## src/design/mcbsa_pkg.sv

```systemverilog
// ----------------------------------------------------------------------------
// mcbsa_pkg
// shared widths, codes and control structs of the slot allocator
// ----------------------------------------------------------------------------
package mcbsa_pkg;

  // sizing
  localparam int NUM_CH     = 6;
  localparam int SLOTS      = 64;
  localparam int MAP_W      = (SLOTS < 64) ? SLOTS : 64;
  localparam int CHUNK      = (MAP_W < 8) ? MAP_W : 8;
  localparam int NUM_CHUNKS = (MAP_W + CHUNK - 1) / CHUNK;
  localparam int PAD_W      = NUM_CHUNKS * CHUNK;
  localparam int IDX_W      = (NUM_CHUNKS > 1) ? $clog2(NUM_CHUNKS) : 1;
  localparam int K_W        = (CHUNK > 1) ? $clog2(CHUNK) : 1;
  localparam int RUN_W      = $clog2(CHUNK + 1);
  localparam int CH_AW      = (NUM_CH > 1) ? $clog2(NUM_CH) : 1;

  // field widths
  localparam int OP_W     = 2;
  localparam int CH_W     = 3;
  localparam int RANK_W   = 6;
  localparam int STAT_W   = 2;
  localparam int SLOT_W   = 6;
  localparam int CNT_W    = 7;
  localparam int EN_W     = 6;
  localparam int POS_W    = 7;
  localparam int ENTRY_W  = MAP_W + CNT_W;

  // configuration
  localparam int REG_W = 1;
  localparam logic [REG_W-1:0] REG_BUF_SIZE = 1'b0;
  localparam logic [REG_W-1:0] REG_CH_EN    = 1'b1;
  localparam logic [CNT_W-1:0] BUF_SIZE_RST = 7'd64;
  localparam logic [EN_W-1:0]  CH_EN_RST    = 6'd63;

  typedef enum logic [OP_W-1:0] {
    OP_STORE   = 2'd0,
    OP_LOOKUP  = 2'd1,
    OP_RELEASE = 2'd2,
    OP_COUNT   = 2'd3
  } op_t;

  typedef enum logic [STAT_W-1:0] {
    ST_OK       = 2'd0,
    ST_FULL     = 2'd1,
    ST_DISABLED = 2'd2,
    ST_NOTFOUND = 2'd3
  } status_t;

  // scanner control
  typedef struct packed {
    logic             start;
    logic             find_zero;
    logic [RANK_W-1:0] rank;
    logic [CNT_W-1:0]  limit;
  } scan_req_t;

  typedef struct packed {
    logic             done;
    logic             hit;
    logic [POS_W-1:0] pos;
  } scan_res_t;

endpackage

```

## src/design/mcbsa_ram.sv

```systemverilog
// ----------------------------------------------------------------------------
// mcbsa_ram
// generic single-port-write, single-port-read ram with registered read data
// ----------------------------------------------------------------------------
module mcbsa_ram #(
  parameter int WIDTH = 8,
  parameter int DEPTH = 4
) (
  input  logic                                   clk,
  input  logic                                   we,
  input  logic [((DEPTH > 1) ? $clog2(DEPTH) : 1)-1:0] waddr,
  input  logic [WIDTH-1:0]                       wdata,
  input  logic                                   re,
  input  logic [((DEPTH > 1) ? $clog2(DEPTH) : 1)-1:0] raddr,
  output logic [WIDTH-1:0]                       rdata
);

  logic [WIDTH-1:0] mem [DEPTH];
  logic [WIDTH-1:0] rdata_r;

  always_ff @(posedge clk) begin
    if (we) begin
      mem[waddr] <= wdata;
    end
    if (re) begin
      rdata_r <= mem[raddr];
    end
  end

  assign rdata = rdata_r;

endmodule

```

## src/design/mcbsa_scan.sv

```systemverilog
// ----------------------------------------------------------------------------
// mcbsa_scan
// walks a channel bitmap one chunk a cycle: lowest free slot or rank select
// ----------------------------------------------------------------------------
module mcbsa_scan import mcbsa_pkg::*; (
  input  logic             clk,
  input  logic             rst_n,
  input  scan_req_t        req,
  input  logic [MAP_W-1:0] map,
  output scan_res_t        res
);

  logic               busy_r, busy_nxt;
  logic [IDX_W-1:0]   idx_r, idx_nxt;
  logic [CNT_W-1:0]   seen_r, seen_nxt;
  logic               hit_r, hit_nxt;
  logic [POS_W-1:0]   pos_r, pos_nxt;
  logic               mode_r, mode_nxt;
  logic [RANK_W-1:0]  rank_r, rank_nxt;
  logic [CNT_W-1:0]   limit_r, limit_nxt;

  logic [PAD_W-1:0]   map_pad;
  logic [CHUNK-1:0]   chunk;
  logic [POS_W-1:0]   base;
  logic [CNT_W-1:0]   tgt;
  logic [RUN_W-1:0]   run;
  logic               z_hit, s_hit, hit_now, last;
  logic [K_W-1:0]     z_k, s_k, k_now;

  assign map_pad = PAD_W'(map);
  assign chunk   = map_pad[idx_r*CHUNK +: CHUNK];
  assign base    = POS_W'(idx_r) * POS_W'(CHUNK);
  assign tgt     = CNT_W'(rank_r) - seen_r;

  always_comb begin
    z_hit = 1'b0;
    z_k   = '0;
    // descending so the lowest free position wins
    for (int k = CHUNK - 1; k >= 0; k--) begin
      if (!chunk[k] && ((base + POS_W'(k)) < POS_W'(limit_r))) begin
        z_hit = 1'b1;
        z_k   = K_W'(k);
      end
    end
  end

  always_comb begin
    run   = '0;
    s_hit = 1'b0;
    s_k   = '0;
    for (int k = 0; k < CHUNK; k++) begin
      if (chunk[k]) begin
        if (!s_hit && (CNT_W'(run) == tgt)) begin
          s_hit = 1'b1;
          s_k   = K_W'(k);
        end
        run = run + RUN_W'(1);
      end
    end
  end

  assign hit_now = mode_r ? z_hit : s_hit;
  assign k_now   = mode_r ? z_k : s_k;
  assign last    = (idx_r == IDX_W'(NUM_CHUNKS - 1));

  always_comb begin
    busy_nxt  = busy_r;
    idx_nxt   = idx_r;
    seen_nxt  = seen_r;
    hit_nxt   = hit_r;
    pos_nxt   = pos_r;
    mode_nxt  = mode_r;
    rank_nxt  = rank_r;
    limit_nxt = limit_r;
    if (req.start) begin
      busy_nxt  = 1'b1;
      idx_nxt   = '0;
      seen_nxt  = '0;
      mode_nxt  = req.find_zero;
      rank_nxt  = req.rank;
      limit_nxt = req.limit;
    end else if (busy_r) begin
      if (hit_now || last) begin
        busy_nxt = 1'b0;
        hit_nxt  = hit_now;
        pos_nxt  = base + POS_W'(k_now);
      end else begin
        idx_nxt  = idx_r + IDX_W'(1);
        seen_nxt = seen_r + CNT_W'(run);
      end
    end
  end

  always_ff @(posedge clk) begin
    if (!rst_n) begin
      busy_r <= 1'b0;
      idx_r  <= '0;
      seen_r <= '0;
      hit_r  <= 1'b0;
    end else begin
      busy_r <= busy_nxt;
      idx_r  <= idx_nxt;
      seen_r <= seen_nxt;
      hit_r  <= hit_nxt;
    end
    pos_r   <= pos_nxt;
    mode_r  <= mode_nxt;
    rank_r  <= rank_nxt;
    limit_r <= limit_nxt;
  end

  assign res.done = busy_r && (hit_now || last);
  assign res.hit  = hit_r;
  assign res.pos  = pos_r;

endmodule

```

## src/design/multi_channel_bitmap_slot_allocator.sv

```systemverilog
// ----------------------------------------------------------------------------
// multi_channel_bitmap_slot_allocator
// per-channel occupancy bitmaps and fill counts held in one ram, read-modify-write
// ----------------------------------------------------------------------------
// sequence: a count query or a disabled-channel request goes from the ram read
//   straight to done; store, lookup and release pass through the scan state, where
//   the bitmap scanner walks up to 8 8-bit chunks until it hits or runs out
// flow: a request word is taken only while idle, so one word is in flight at a time
// reset: synchronous active-low; all bitmaps free and counts zero at once through
//   per-entry valid bits, buffer_size 64, channel_enable 63
module multi_channel_bitmap_slot_allocator import mcbsa_pkg::*; (
  input  logic              clk,
  input  logic              rst_n,
  // request stream
  input  logic              in_tvalid,
  output logic              in_tready,
  input  logic [15:0]       in_tdata,   // [2:0] channel, [8:3] rank, rest zero
  input  logic [1:0]        in_tuser,   // [1:0] opcode
  // result stream
  output logic              out_tvalid,
  input  logic              out_tready,
  output logic [15:0]       out_tdata,  // [5:0] slot, [12:6] ready_count, rest zero
  output logic [1:0]        out_tuser,  // [1:0] status
  // configuration writes
  input  logic              cfg_valid,
  output logic              cfg_ready,
  input  logic [REG_W-1:0]  cfg_addr,
  input  logic [CNT_W-1:0]  cfg_data
);

  typedef enum logic [3:0] {
    S_IDLE = 4'b0001,
    S_RD   = 4'b0010,
    S_SCAN = 4'b0100,
    S_DONE = 4'b1000
  } state_t;

  state_t state_r, state_nxt;

  // configuration registers
  logic [CNT_W-1:0] buf_size_r;
  logic [EN_W-1:0]  ch_en_r;

  // request held for the whole operation
  op_t              op_r;
  logic [CH_W-1:0]  ch_r;
  logic [RANK_W-1:0] rank_r;
  logic             en_r;

  // per-entry valid bits stand in for clearing the ram at reset
  logic [NUM_CH-1:0] vld_r, vld_nxt;

  // output register
  logic              out_vld_r, out_vld_nxt;
  status_t           out_stat_r, out_stat_nxt;
  logic [SLOT_W-1:0] out_slot_r, out_slot_nxt;
  logic [CNT_W-1:0]  out_cnt_r, out_cnt_nxt;

  // input word split
  op_t              in_op;
  logic [CH_W-1:0]  in_ch;
  logic [RANK_W-1:0] in_rank;
  logic [7:0]       en_ext;
  logic             in_ch_ok;
  logic             in_acc;

  // ram and entry view
  logic               ram_we;
  logic [ENTRY_W-1:0] ram_wdata;
  logic [ENTRY_W-1:0] ram_rdata;
  logic [CH_AW-1:0]   ch_idx;
  logic [MAP_W-1:0]   ent_map;
  logic [CNT_W-1:0]   ent_cnt;

  // scanner
  scan_req_t scan_req;
  scan_res_t scan_res;
  logic [CNT_W-1:0] usable;

  // result calculation
  logic             out_free;
  logic [MAP_W-1:0] slot_bit;
  logic [MAP_W-1:0] new_map;
  logic [CNT_W-1:0] new_cnt;

  assign in_op    = op_t'(in_tuser);
  assign in_ch    = in_tdata[2:0];
  assign in_rank  = in_tdata[8:3];
  assign en_ext   = 8'(ch_en_r);
  assign in_ch_ok = ({1'b0, in_ch} < 4'(NUM_CH)) && en_ext[in_ch];

  assign in_tready = (state_r == S_IDLE);
  assign in_acc    = in_tvalid && in_tready;
  assign cfg_ready = 1'b1;

  // configuration writes, taken whenever offered
  always_ff @(posedge clk) begin
    if (!rst_n) begin
      buf_size_r <= BUF_SIZE_RST;
      ch_en_r    <= CH_EN_RST;
    end else if (cfg_valid && cfg_ready) begin
      case (cfg_addr)
        REG_BUF_SIZE: buf_size_r <= cfg_data;
        REG_CH_EN:    ch_en_r    <= cfg_data[EN_W-1:0];
        default:      ;
      endcase
    end
  end

  // capture the request on acceptance
  always_ff @(posedge clk) begin
    if (in_acc) begin
      op_r   <= in_op;
      ch_r   <= in_ch;
      rank_r <= in_rank;
      en_r   <= in_ch_ok;
    end
  end

  // state ram: {fill count, bitmap} per channel
  assign ch_idx = ch_r[CH_AW-1:0];

  mcbsa_ram #(
    .WIDTH (ENTRY_W),
    .DEPTH (NUM_CH)
  ) u_ram (
    .clk   (clk),
    .we    (ram_we),
    .waddr (ch_idx),
    .wdata (ram_wdata),
    .re    (in_acc && in_ch_ok),
    .raddr (in_ch[CH_AW-1:0]),
    .rdata (ram_rdata)
  );

  // an entry never written reads as free and empty
  assign ent_map = vld_r[ch_idx] ? ram_rdata[MAP_W-1:0] : '0;
  assign ent_cnt = vld_r[ch_idx] ? ram_rdata[ENTRY_W-1:MAP_W] : '0;

  // usable slots, capped at the bitmap width
  assign usable = (buf_size_r > CNT_W'(MAP_W)) ? CNT_W'(MAP_W) : buf_size_r;

  // a store on a full count scans with no slots in range, so it misses
  always_comb begin
    scan_req.start     = (state_r == S_RD) && en_r && (op_r != OP_COUNT);
    scan_req.find_zero = (op_r == OP_STORE);
    scan_req.rank      = rank_r;
    scan_req.limit     = (ent_cnt < usable) ? usable : '0;
  end

  mcbsa_scan u_scan (
    .clk   (clk),
    .rst_n (rst_n),
    .req   (scan_req),
    .map   (ent_map),
    .res   (scan_res)
  );

  assign out_free = !out_vld_r || out_tready;
  assign slot_bit = MAP_W'(1) << scan_res.pos;

  // result and write-back, worked out while the sequencer sits in done
  always_comb begin
    out_stat_nxt = ST_OK;
    out_slot_nxt = '0;
    out_cnt_nxt  = ent_cnt;
    new_map      = ent_map;
    new_cnt      = ent_cnt;
    ram_we       = 1'b0;
    if (!en_r) begin
      out_stat_nxt = ST_DISABLED;
      out_cnt_nxt  = '0;
    end else begin
      case (op_r)
        OP_STORE: begin
          if (scan_res.hit) begin
            new_map      = ent_map | slot_bit;
            new_cnt      = ent_cnt + CNT_W'(1);
            out_slot_nxt = SLOT_W'(scan_res.pos);
            out_cnt_nxt  = new_cnt;
            ram_we       = 1'b1;
          end else begin
            out_stat_nxt = ST_FULL;
          end
        end
        OP_LOOKUP: begin
          if (scan_res.hit) begin
            out_slot_nxt = SLOT_W'(scan_res.pos);
          end else begin
            out_stat_nxt = ST_NOTFOUND;
          end
        end
        OP_RELEASE: begin
          if (scan_res.hit) begin
            new_map      = ent_map & ~slot_bit;
            // count holds at zero when the bitmap and count disagree
            new_cnt      = (ent_cnt != '0) ? ent_cnt - CNT_W'(1) : '0;
            out_slot_nxt = SLOT_W'(scan_res.pos);
            out_cnt_nxt  = new_cnt;
            ram_we       = 1'b1;
          end else begin
            out_stat_nxt = ST_NOTFOUND;
          end
        end
        default: ;  // count query: fill count only
      endcase
    end
    // write only as the result is loaded
    ram_we = ram_we && (state_r == S_DONE) && out_free;
  end

  assign ram_wdata = {new_cnt, new_map};

  // sequencer
  always_comb begin
    state_nxt = state_r;
    case (state_r)
      S_IDLE: if (in_acc) state_nxt = S_RD;
      S_RD: begin
        if (scan_req.start) state_nxt = S_SCAN;
        else                state_nxt = S_DONE;
      end
      S_SCAN: if (scan_res.done) state_nxt = S_DONE;
      S_DONE: if (out_free) state_nxt = S_IDLE;
      default: state_nxt = S_IDLE;
    endcase
  end

  always_comb begin
    vld_nxt = vld_r;
    if (ram_we) begin
      vld_nxt[ch_idx] = 1'b1;
    end
  end

  always_comb begin
    out_vld_nxt = out_vld_r;
    if (out_tvalid && out_tready) begin
      out_vld_nxt = 1'b0;
    end
    if ((state_r == S_DONE) && out_free) begin
      out_vld_nxt = 1'b1;
    end
  end

  always_ff @(posedge clk) begin
    if (!rst_n) begin
      state_r   <= S_IDLE;
      vld_r     <= '0;
      out_vld_r <= 1'b0;
    end else begin
      state_r   <= state_nxt;
      vld_r     <= vld_nxt;
      out_vld_r <= out_vld_nxt;
    end
    if ((state_r == S_DONE) && out_free) begin
      out_stat_r <= out_stat_nxt;
      out_slot_r <= out_slot_nxt;
      out_cnt_r  <= out_cnt_nxt;
    end
  end

  assign out_tvalid = out_vld_r;
  assign out_tuser  = out_stat_r;
  assign out_tdata  = {3'b000, out_cnt_r, out_slot_r};

  // ram is written back only while the result word is being loaded
  a_wb_in_done: assert property (@(posedge clk) disable iff (!rst_n)
    ram_we |-> (state_r == S_DONE) && out_free)
    else $error("ram write outside result load");

  // the scanner only finishes while the sequencer waits on it
  a_scan_done: assert property (@(posedge clk) disable iff (!rst_n)
    scan_res.done |-> (state_r == S_SCAN))
    else $error("scan finished outside scan state");

  // a fresh result word always follows a done cycle
  a_out_from_done: assert property (@(posedge clk) disable iff (!rst_n)
    $rose(out_vld_r) |-> $past(state_r == S_DONE))
    else $error("result word appeared without completion");

  // fill count written back never exceeds the bitmap width
  a_cnt_bound: assert property (@(posedge clk) disable iff (!rst_n)
    ram_we |-> (new_cnt <= CNT_W'(MAP_W)))
    else $error("fill count out of range");

endmodule

```

## config.mk

```make
export PLATFORM = sky130hd
export DESIGN_NAME = multi_channel_bitmap_slot_allocator
export DESIGN_NICKNAME = d
export VERILOG_FILES = /design/src/design/mcbsa_pkg.sv /design/src/design/mcbsa_ram.sv /design/src/design/mcbsa_scan.sv /design/src/design/multi_channel_bitmap_slot_allocator.sv
export SDC_FILE = /design/constraint.sdc
export NUM_CORES = 1
export LEC_CHECK = 0
export ABC_AREA = 1
export BUFFER_PORTS_ARGS = -buffer_cell sky130_fd_sc_hd__buf_2
export CORE_ASPECT_RATIO = 0.5
export CORE_UTILIZATION = 55
export DETAILED_ROUTE_END_ITERATION = 6
export PLACE_DENSITY_LB_ADDON = 0.1
export SYNTH_ARGS = -nofsm -noshare
export SYNTH_HDL_FRONTEND = slang
export SYNTH_SLANG_ARGS = --single-unit
export TNS_END_PERCENT = 10
```

## constraint.sdc

```tcl
create_clock -name clk -period 13.54 [get_ports clk]
set_input_delay 1.354 -clock clk [delete_from_list [all_inputs] [get_ports clk]]
set_output_delay 1.354 -clock clk [all_outputs]
set_load 0.1 [all_outputs]
```

==> flow_summary.toml <==
[outcome]
status = "finished clean"

[drt]
drt_wl_total_um = 63200
drc_errors = 0
vias = 18425
antenna_left = 0
via_per_inst = 5.90
drtPass1Iterations = 6
drtIter0Drc = 1985
wire_per_inst_um = 20.2

[sta]
hold_viol = 0
skew_ns = 0.0160
rsz0062_at_grt = "no"
worstMarginPinSlew_ns = 1.03
maxSlewHeadroom_pct = 30.9
setup_viol = 0
fin_crit_sh_pct = 49.8
max_freq_ghz = 0.148
maxSlewViolCount = 0
setup_tns_ns = 0
finalCriticalPeriod_ns = 6.74

[clock_network]
cts_setup_buffers = 0
clk_latency_ns = 0.59
cts_resized = 0
htreeDepth = 2
clock-sinks = 580
max-clock-path-buffers = 3
clk_pin_slew_ns = 0.06
numCtsBuffers = 50
cts_hold_buffers = 0
cts_tree = "done"
cts_root_buffer = "clkbuf_16"

[synthesis]
synth_seq_cells = 580
yosysTopAreaCell = "edfxtp_1"
postSynthCellCount = 2458
ys_async_sr_fraction_pct = 0
yosysTopAreaCellShare_pct = 62.0
synth_common_cells = "edfxtp_1, nand2_1, nor2_1, o21ai_0, inv_1"
synth.most_common_cell = "edfxtp_1"
syn-cell-area_mm2 = 0.0263
synth_cell_types = 50
avgSynthCellArea_um2 = 10.7
synthTopCellsByArea = "edfxtp_1, nand2_1, o21ai_0, nor2_1, dfxtp_1"
synth_flop_cell = "edfxtp_1"
ys_warn_count = 0
ys_seq_area_share_pct = 64.8
synth-edff-count = 544

[finish]
multi_input_area_mm2 = 0.00809
finalNetCount = 2516
antenna_cells = 0
areaGrowthSynthToFinish_pct = 8.54
final_layout_size_suffix_gt1_share_pct = 9.29
fillers = 3840
final_area_mm2 = 0.0286
final-seq-area_mm2 = 0.0171

[worst_setup_path]
crit_path_max_incr_delay_ns = 0.53
required_ns = 14.05
timing.rr.end = "u_scan.seen_r[5]$_SDFFE_PP0P_"
critical_path_class = "reg2reg"
cp-start-kind = "register"
path_max_fanout = 44
critPathSlowestCell = "buf_4"
r2r_cells = 39
critical_path.startpoint = "ch_idx[0]$_DFFE_PP_"
critPathCaptureType = "register"
path_common_cell = "nand2_1"
cp-endpoint = "u_scan.seen_r[5]$_SDFFE_PP0P_"
cp.arrival_ns = 7.25
r2r_slack_ns = 6.80
rr_startpoint = "ch_idx[0]$_DFFE_PP_"

[die]
core_area_mm2 = 0.0470
dieArea_mm2 = 0.0488
rows = 56
initial_core_util_pct = 56.0
die-height_um = 157
io_pins = 52
die_w_um = 311

[grt]
grt_pass1_wl_um = 97100
grt_pass1_vias = 17219
antenna_found_initial = 0
grt-ovfl-total = 0
grt_max_degree = 96
gr-usage-all-layers_pct = 25.7

[placed_design]
placed_area_mm2 = 0.0271
dp_hpwl_um = 35800
port_buffers = 40
gp_congestion = 0.893

[worst_hold_path]
hp-class = "reg2reg"

[power_and_ir_drop]
irDropWorstVdd_mv = 0.106
pwr_density_cell_mw_per_mm2 = 130
power_leakage_nw = 10.3

[flow_run]
cap_violations = 0
[power breakdown]
group          internal, mW  switching [mW]
clock network         0.735           0.647
registers              2.00          0.0137
logic                0.0821           0.233
[area by class of cell]
type	instances	area share [%]
multi-input combinational	1566	28.3
inverter	179	2.38
clock buffer	66	4.66
clock inverter	24	0.670
sequential	580	59.7
timing repair buffer	71	1.54
tap	638	2.79
[how the worst min path moves through the flow]
stage                              startpoint                    endpoint  cells after the start
final                     rank_r[1]$_DFFE_PP_  u_scan.rank_r[1]$_DFFE_PP_                      0
after global routing      rank_r[1]$_DFFE_PP_  u_scan.rank_r[1]$_DFFE_PP_                      0
after CTS                 rank_r[1]$_DFFE_PP_  u_scan.rank_r[1]$_DFFE_PP_                      0
after detailed placement  rank_r[1]$_DFFE_PP_  u_scan.rank_r[1]$_DFFE_PP_                      0
after global placement    rank_r[0]$_DFFE_PP_  u_scan.rank_r[0]$_DFFE_PP_                      0
after floorplan           rank_r[0]$_DFFE_PP_  u_scan.rank_r[0]$_DFFE_PP_                      0
[per-layer routing]
| metal | part of all wire, % | track usage (%) |
|---|---|---|
| met1 | 46 | 37.4 |
| met2 | 44 | 40.2 |
| met3 | 8.2 | 5.02 |
| met4 | 1.3 | 5.14 |
| met5 | 0 | 0 |
[logic make-up (layout without fill, tap and decap cells)]
family                     Yosys count  in the layout  share of synthesized area, %
buffers and inverters              314            340                          4.77
DFF                                580            580                          64.8
AOI/OAI and AO/OA                  521            521                          12.2
other                                2              4                        0.0285
and+or+nand+nor                    990            990                          16.0
adders and majority gates           37             37                          1.81
xor gates and xnor gates            14             14                         0.466
[through the flow]
stage	instances	power [mW]	setup WS, ns	hold WS (ns)	util (%)
after global routing	3124	3.83	6.16	0.431	60.8
after floorplan	2460	2.28	4.75	0.400	-
after global placement	3034	2.36	6.91	0.402	57.6
final	3124	3.71	6.80	0.421	60.8
after CTS	3124	3.72	6.82	0.423	60.8
after detailed placement	3034	2.36	6.85	0.408	57.6
[cells in the final DEF (no fill, tap or decap), types with 16 or more instances in the layout]
| cell | instances |
|---|---|
| clkbuf_16 | 51 |
| a32o_1 | 71 |
| nand3_1 | 98 |
| buf_4 | 32 |
| a21oi_1 | 109 |
| nand2_2 | 31 |
| nand4_1 | 20 |
| nand2_1 | 515 |
| nor2_1 | 261 |
| nor3_1 | 16 |
| inv_1 | 161 |
| o22ai_1 | 86 |
| edfxtp_1 | 544 |
| dfxtp_1 | 36 |
| buf_2 | 38 |
| o21ai_0 | 208 |
| nand3_2 | 16 |
| ha_1 | 35 |
[critical path: cells and delay by family, from the launching register on]
| kind | cells | cell delay, ns |
|---|---|---|
| xor+xnor | 2 | 0.40 |
| simple gates | 20 | 1.83 |
| flops | 1 | 0.48 |
| fa+ha+maj | 7 | 2.03 |
| buf+inv | 5 | 0.89 |
| compound gates | 5 | 0.96 |
[sequential cells by signal, indices dropped and copies added, names as in the netlist, 6 cells and up]
register / cells
u_scan.limit_r: 7
u_scan.seen_r: 7
u_ram.mem: 426
ch_en_r: 6
rank_r: 6
u_ram.rdata: 71
u_scan.rank_r: 6
out_cnt_r: 7
out_slot_r: 6
buf_size_r: 7
vld_r: 6
u_scan.pos_r: 6
(Power assumes the default switching activity.)
